==> src/base64_decoder_assert.svh <==
// Assertion helpers for the base64 decoder
`ifndef BASE64_DECODER_ASSERT_SVH
`define BASE64_DECODER_ASSERT_SVH

// same-cycle implication
`define B64D_ASSERT_IMP(lbl, ante, cons, msg) \
  lbl: assert property (@(posedge clk_i) disable iff (!rst_ni) (ante) |-> (cons)) \
    else $error(msg);

// next-cycle implication
`define B64D_ASSERT_NXT(lbl, ante, cons, msg) \
  lbl: assert property (@(posedge clk_i) disable iff (!rst_ni) (ante) |=> (cons)) \
    else $error(msg);

`endif

==> src/b64d_pkg.sv <==
package b64d_pkg;

  typedef enum logic [1:0] {
    ST_OK          = 2'd0,
    ST_BAD_LENGTH  = 2'd1,
    ST_BAD_PADDING = 2'd2,
    ST_BAD_CHAR    = 2'd3
  } b64d_status_e;

  localparam logic [7:0] CharPad   = 8'h3D;
  localparam logic [7:0] CharPlus  = 8'h2B;
  localparam logic [7:0] CharSlash = 8'h2F;
  localparam logic [1:0] PadMax    = 2'd3;
  localparam logic [1:0] PadLimit  = 2'd2;
  localparam logic [1:0] GroupLast = 2'd3;
  localparam logic [1:0] BytesFull = 2'd3;

  // group request from the decode stage to the result buffer
  typedef struct packed {
    logic         valid;
    logic [1:0]   cnt;
    logic [23:0]  data;
    b64d_status_e status;
    logic         last;
  } b64d_grp_t;

  // bit 6 flags an illegal character
  function automatic logic [6:0] b64d_sextet(input logic [7:0] c);
    logic [6:0] v;
    v = 7'h40;
    if (c >= 8'h41 && c <= 8'h5A) v = {1'b0, 6'(c - 8'h41)};
    else if (c >= 8'h61 && c <= 8'h7A) v = {1'b0, 6'(c - 8'd71)};
    else if (c >= 8'h30 && c <= 8'h39) v = {1'b0, 6'(c + 8'd4)};
    else if (c == CharPlus) v = 7'd62;
    else if (c == CharSlash) v = 7'd63;
    else if (c == CharPad) v = 7'd0;
    return v;
  endfunction

endpackage

==> src/b64d_core.sv <==
module b64d_core (
  input  logic               clk_i,
  input  logic               rst_ni,
  input  logic               in_valid_i,
  output logic               in_stall_o,
  input  logic [7:0]         char_in_i,
  input  logic               final_char_i,
  output b64d_pkg::b64d_grp_t grp_o,
  input  logic               grp_rdy_i
);
  import b64d_pkg::*;

  logic        valid_q;
  logic [7:0]  char_q;
  logic        fin_q;
  logic [17:0] accum_q, accum_d;
  logic [1:0]  pos_q, pos_d;
  logic [1:0]  pad_q, pad_d;
  logic        bad_q, bad_d;

  logic [6:0]  sx;
  logic        group_end;
  logic [23:0] group;
  logic        fire;

  assign sx        = b64d_sextet(char_q);
  assign group_end = (pos_q == GroupLast);
  assign group     = {accum_q, sx[5:0]};

  always_comb begin
    bad_d = bad_q | sx[6];
    if (char_q == CharPad) begin
      pad_d = (pad_q == PadMax) ? PadMax : pad_q + 2'd1;
    end else begin
      pad_d = 2'd0;
    end
    grp_o.valid  = 1'b0;
    grp_o.cnt    = 2'd0;
    grp_o.data   = 24'd0;
    grp_o.status = ST_OK;
    grp_o.last   = 1'b0;
    if (!fin_q) begin
      if (group_end && !bad_d) begin
        grp_o.valid = valid_q;
        grp_o.cnt   = BytesFull;
        grp_o.data  = group;
      end
    end else begin
      grp_o.valid = valid_q;
      grp_o.cnt   = 2'd1;
      grp_o.last  = 1'b1;
      if (!group_end) begin
        grp_o.status = ST_BAD_LENGTH;
      end else if (pad_d > PadLimit) begin
        grp_o.status = ST_BAD_PADDING;
      end else if (bad_d) begin
        grp_o.status = ST_BAD_CHAR;
      end else begin
        grp_o.cnt  = BytesFull - pad_d;
        grp_o.data = group;
      end
    end
  end

  assign fire       = valid_q && (!grp_o.valid || grp_rdy_i);
  assign in_stall_o = valid_q && !fire;

  always_comb begin
    accum_d = group_end ? 18'd0 : {accum_q[11:0], sx[5:0]};
    pos_d   = pos_q + 2'd1;
  end

  always_ff @(posedge clk_i or negedge rst_ni) begin
    if (!rst_ni) begin
      valid_q <= 1'b0;
    end else if (!in_stall_o) begin
      valid_q <= in_valid_i;
    end
  end

  always_ff @(posedge clk_i) begin
    if (!in_stall_o && in_valid_i) begin
      char_q <= char_in_i;
      fin_q  <= final_char_i;
    end
  end

  always_ff @(posedge clk_i or negedge rst_ni) begin
    if (!rst_ni) begin
      accum_q <= '0;
      pos_q   <= '0;
      pad_q   <= '0;
      bad_q   <= 1'b0;
    end else if (fire) begin
      if (fin_q) begin
        accum_q <= '0;
        pos_q   <= '0;
        pad_q   <= '0;
        bad_q   <= 1'b0;
      end else begin
        accum_q <= accum_d;
        pos_q   <= pos_d;
        pad_q   <= pad_d;
        bad_q   <= bad_d;
      end
    end
  end

endmodule

==> src/b64d_outbuf.sv <==
module b64d_outbuf (
  input  logic               clk_i,
  input  logic               rst_ni,
  input  b64d_pkg::b64d_grp_t grp_i,
  output logic               grp_rdy_o,
  output logic               out_valid_o,
  input  logic               out_stall_i,
  output logic [7:0]         byte_out_o,
  output logic [1:0]         status_o,
  output logic               run_end_o
);
  import b64d_pkg::*;

  logic [1:0]   cnt_q;
  logic [23:0]  data_q;
  b64d_status_e st_q;
  logic         last_q;
  logic         pop;
  logic         load;

  assign out_valid_o = (cnt_q != 2'd0);
  assign pop         = out_valid_o && !out_stall_i;
  assign grp_rdy_o   = (cnt_q == 2'd0) || (cnt_q == 2'd1 && !out_stall_i);
  assign load        = grp_i.valid && grp_rdy_o;

  assign byte_out_o = data_q[23:16];
  assign status_o   = st_q;
  assign run_end_o  = last_q && (cnt_q == 2'd1);

  always_ff @(posedge clk_i or negedge rst_ni) begin
    if (!rst_ni) begin
      cnt_q <= '0;
    end else if (load) begin
      cnt_q <= grp_i.cnt;
    end else if (pop) begin
      cnt_q <= cnt_q - 2'd1;
    end
  end

  always_ff @(posedge clk_i) begin
    if (load) begin
      data_q <= grp_i.data;
      st_q   <= grp_i.status;
      last_q <= grp_i.last;
    end else if (pop) begin
      data_q <= {data_q[15:0], 8'h00};
    end
  end

endmodule

==> src/base64_decoder.sv <==
// Streaming base64 decoder.
// Input channel: one character per request on char_in_i, with final_char_i
// set on the last character of a text. Output channel: one decoded byte per
// request on byte_out_o with status_o and run_end_o; run_end_o marks the last
// result of a text. A nonzero status comes as a single result with byte 0
// and run_end set; bytes already delivered for that text are to be dropped.
// Each result is registered in the input register, then in the result buffer.
// Throughput: one character per cycle while in_stall_o is low. Each fourth
// character loads up to three bytes into the result buffer, which drains one
// byte per cycle and takes the next group in the cycle its last byte leaves.
// A final character that ends a text off a group boundary, arriving while the
// buffer still holds two or three bytes, waits in the input register until
// the buffer's last byte leaves.
// When the receiver stalls, the buffer holds; a character that produces
// results waits in the input register and in_stall_o rises.
// Reset clears the group state and empties both registers; the first
// character after reset, or after a final character, starts a new text.
`include "base64_decoder_assert.svh"

module base64_decoder (
  input  logic       clk_i,
  input  logic       rst_ni,
  input  logic       in_valid_i,
  output logic       in_stall_o,
  input  logic [7:0] char_in_i,
  input  logic       final_char_i,
  output logic       out_valid_o,
  input  logic       out_stall_i,
  output logic [7:0] byte_out_o,
  output logic [1:0] status_o,
  output logic       run_end_o
);
  import b64d_pkg::*;

  b64d_grp_t grp;
  logic      grp_rdy;

  b64d_core u_core (
    .clk_i        (clk_i),
    .rst_ni       (rst_ni),
    .in_valid_i   (in_valid_i),
    .in_stall_o   (in_stall_o),
    .char_in_i    (char_in_i),
    .final_char_i (final_char_i),
    .grp_o        (grp),
    .grp_rdy_i    (grp_rdy)
  );

  b64d_outbuf u_outbuf (
    .clk_i       (clk_i),
    .rst_ni      (rst_ni),
    .grp_i       (grp),
    .grp_rdy_o   (grp_rdy),
    .out_valid_o (out_valid_o),
    .out_stall_i (out_stall_i),
    .byte_out_o  (byte_out_o),
    .status_o    (status_o),
    .run_end_o   (run_end_o)
  );

  `B64D_ASSERT_IMP(a_err_single, out_valid_o && status_o != ST_OK, byte_out_o == 8'h00 && run_end_o, "error result must be a lone zero byte")
  `B64D_ASSERT_IMP(a_stall_cause, in_stall_o, out_valid_o, "input stalled while result buffer empty")
  `B64D_ASSERT_NXT(a_grp_hold, grp.valid && !grp_rdy, grp.valid, "refused group request dropped")

endmodule

==> config.mk <==
export PLATFORM = sky130hd
export DESIGN_NAME = base64_decoder
export DESIGN_NICKNAME = d
export VERILOG_FILES = /design/src/b64d_pkg.sv /design/src/b64d_core.sv /design/src/b64d_outbuf.sv /design/src/base64_decoder.sv
export VERILOG_INCLUDE_DIRS = /design/src /design/src/src
export SDC_FILE = /design/constraint.sdc
export NUM_CORES = 1
export LEC_CHECK = 0
export ABC_AREA = 1
export BUFFER_PORTS_ARGS = -buffer_cell sky130_fd_sc_hd__buf_2
export CELL_PAD_IN_SITES_DETAIL_PLACEMENT = 1
export CELL_PAD_IN_SITES_GLOBAL_PLACEMENT = 1
export CORE_UTILIZATION = 46
export CTS_CLUSTER_DIAMETER = 40
export DETAILED_ROUTE_END_ITERATION = 8
export GPL_ROUTABILITY_DRIVEN = 0
export MAX_ROUTING_LAYER = met4
export PLACE_DENSITY_LB_ADDON = 0.1
export SLEW_MARGIN = 40
export SYNTH_ARGS = -nofsm -noshare
export SYNTH_HDL_FRONTEND = slang
export SYNTH_SLANG_ARGS = --single-unit
export TNS_END_PERCENT = 1
==> constraint.sdc <==
create_clock -name clk_i -period 3.07 [get_ports clk_i]
set_clock_uncertainty 0.05 [all_clocks]
set_input_delay 0.1535 -clock clk_i [delete_from_list [all_inputs] [get_ports clk_i]]
set_output_delay 0.1535 -clock clk_i [all_outputs]
set_load 0.02 [all_outputs]
==> flow_metrics.py <==
metrics = {
    "status": {
        "run_status": "finished, final reports clean",
    },
    "placement": {
        "dp.cells": 529,
        "hpwl_um": 6330,
        "io_buffers": 25,
        "preCtsSetupSlack_ns": 0.305,
    },
    "finish": {
        "drive_above_1_share_pct": 16.9,
        "n_fill_cell": 906,
        "fin_nets": 476,
        "synthToLayoutAreaGrowth_pct": 13.4,
        "antenna_cells": 0,
        "fin_cells": 555,
    },
    "logic_synthesis": {
        "yosysUniqueCellTypes": 30,
        "yosysSeqAreaShare_pct": 48.4,
        "ys_top_cells_by_area": "edfxtp_1, dfrtp_1, nand2_1",
        "synth_top_cell_area_share_pct": 30.2,
        "ys_warn_count": 0,
        "synth_seq_cells": 62,
        "syn-mean-instance-area_um2": 8.52,
        "netlist_area_um2": 3580,
        "syn_inst": 420,
        "netlist.top_cell.by_area": "edfxtp_1",
        "syn_nets": 445,
    },
    "drt": {
        "drc": 0,
        "top_layer": "met4",
        "wl_met2_um": 4370,
        "routed_via_density": 5.13,
        "ant_nets": 0,
        "drt_iter0_markers": 104,
        "via_count": 2845,
        "wl_per_cell_um": 16.0,
        "dr_wl_met3_um": 219,
        "routed_wl_um": 8900,
        "wl_met1_um": 4170,
        "firstDrtPassIters": 4,
    },
    "die": {
        "rows": 31,
        "core-area_um2": 7370,
        "die_w_um": 90.2,
        "die_area_um2": 8130,
        "num_io_pins": 26,
        "die_h_um": 90.2,
        "initial_core_util_pct": 48.5,
    },
    "sta": {
        "hold_ws_ns": 0.105,
        "fmax_mhz": 350,
        "slew_viol_final": 0,
        "setup_slack_ns": 0.210,
        "fin_crit_sh_pct": 93.1,
        "tns_ns": 0,
        "layout_min_cycle_time_ns": 2.86,
        "rsz0062_at_grt": "no",
        "slew_headroom_pct": 59.6,
        "finalSetupViolCount": 0,
        "finalHoldViolCount": 0,
        "max_slew.worst_pin.slew_ns": 0.606,
    },
    "run": {
        "maxCapViolations": 0,
    },
    "worst_setup_path": {
        "critPathKind": "flip-flop to output port",
        "cp.required_ns": 2.87,
        "cp_max_fo": 12,
        "critPathLaunchType": "flip-flop",
        "end_kind": "output port",
        "crit_arrival_ns": 2.66,
    },
    "power_and_ir_drop": {
        "power_per_cell_area_nw_per_um2": 814,
        "ir_drop_mv": 0.281,
        "totalPowerFinal_mw": 3.30,
        "leakage_nw": 1.93,
    },
    "global_route": {
        "grt_max_degree": 27,
        "grt_pass1_vias": 2997,
        "grt-ovfl-total": 0,
        "grt.total_usage_pct": 24.5,
        "grt_first_pass_wirelength_um": 15000,
        "antenna_found_initial": 0,
    },
    "cts": {
        "cts_tree": "built",
        "cts_buffer_depth": 2,
        "cts.htree.levels": 3,
        "root_buffer": "clkbuf_8",
        "cts_inserted_buffers": 9,
        "cts.sink_count": 62,
        "cts_setup_buffers": 0,
        "clk_pin_slew_ns": 0.07,
        "clkLatencyLatePin_ns": 0.36,
    },
    "worst_hold_path": {
        "hold_class": "primary input to flip-flop",
    },
}
==> timing repair <==
| item | in CTS | in global routing |
|---|---|---|
| hold buffers | 10 | 0 |
| endpoints found under the setup margin | 0 | 9 |
| endpoints found under the hold margin | 35 | 0 |
| resized for setup | 0 | 1 |
==> logic make-up (layout without fill, tap and decap cells) <==
family | Yosys count | count (layout) | synth area share [%]
adders and majority gates | 12 | 12 | 4.20
AOI/OAI and AO/OA | 21 | 21 | 3.78
xor gates and xnor gates | 8 | 8 | 1.96
buffers and inverters | 59 | 95 | 8.78
and+or+nand+nor | 258 | 258 | 32.9
DFF | 62 | 62 | 48.4
==> metal layers <==
metal	GRT usage, %	vias to the layer above
met5	-	-
met4	9.01	0
met3	3.64	11
met2	40.8	37
met1	30.3	1387
li1	-	1410
==> per-stage QoR <==
step | utilization [%] | area (um^2)
2_1_floorplan | - | 3580
5_1_grt | 55.0 | 4060
6_report | 55.0 | 4060
3_3_place_gp | 50.5 | 3720
4_1_cts | 55.0 | 4050
3_5_place_dp | 50.5 | 3720
==> critical path, cell delays in order (launching register included) <==
cell	delay (ns)
edfxtp_1	0.53
inv_1	0.19
ha_1	0.30
nand2_1	0.12
nand2_1	0.06
nand3_1	0.07
nand2_1	0.05
nand2_1	0.08
nand2_2	0.14
nand3_4	0.12
nand2_4	0.08
a21oi_4	0.17
nand2_4	0.14
inv_1	0.10
buf_2	0.16
==> cell usage after synthesis (all sizes together) <==
master  number
a211oi       1
a21oi        9
buf         21
clkbuf       2
clkinv       2
dfrtp       26
edfxtp      36
ha          12
inv         34
nand2      154
nand3       56
nand3b      12
nand4        3
nor2        33
o211ai       2
o21ai        9
xnor2        1
xor2         7
==> where the power goes <==
| part | internal, mW | leakage, nW | switching (mW) |
|---|---|---|---|
| logic | 0.355 | 1.13 | 0.774 |
| clock network | 0.483 | 0.109 | 0.342 |
| registers | 1.20 | 0.698 | 0.147 |
==> path summary, 6_finish.rpt <==
kind	start	to	slack, ns	depth (start not counted)
setup / recovery	u_core.char_q[2]	in_stall_o	0.21	14
hold / removal	in_valid_i	u_core.valid_q	0.10	3
setup reg to reg	u_core.char_q[2]	u_core.char_q[5]	0.26	14
hold reg to reg	u_core.accum_q[12]	u_core.accum_q[12]	0.43	2
max in group asynchronous	rst_ni	u_core.accum_q[3]	2.28	2
min in group asynchronous	rst_ni	u_core.accum_q[11]	0.29	2
==> layout make-up <==
cell class                      instances  area (um^2)  area share [%]
Sequential cell                        62         1730            42.7
Multi-Input combinational cell        299         1530            37.8
Timing Repair Buffer                   43          298            7.34
Inverter                               36          140            3.46
Clock buffer                           10          138            3.39
Tap cell                               99          124            3.05
Clock inverter                          6         92.6            2.28
==> cells in the final DEF, fill, tap and decap left out, types with 2 or more instances in the layout <==
cell type      count
buf_2             25
o21ai_0            9
nor2_2             2
nand2_1          142
nand2_4            4
a21oi_4            2
nand2_2            8
nand3_2            2
a21oi_1            7
dlygate4sd3_1     10
nor2_1            30
bufinv_16          2
ha_1              12
inv_2              6
dfrtp_1           26
buf_4              7
nand3b_1          12
o211ai_1           2
clkinvlp_4         3
edfxtp_1          36
nand4_1            3
clkbuf_8          10
nand3_1           53
inv_1             27
xor2_1             7
==> flip-flops by register name, summed over array words and instances (netlist names) <==
signal and flops:
u_outbuf.last_q 1, u_core.char_q 8, u_outbuf.cnt_q 2, u_outbuf.status_o 2
u_core.pad_q 2, u_core.valid_q 1, u_core.accum_q 18, u_core.fin_q 1
u_core.pos_q 2, u_outbuf.data_q 24, u_core.bad_q 1
No activity file was read; power rests on OpenSTA's default activity.
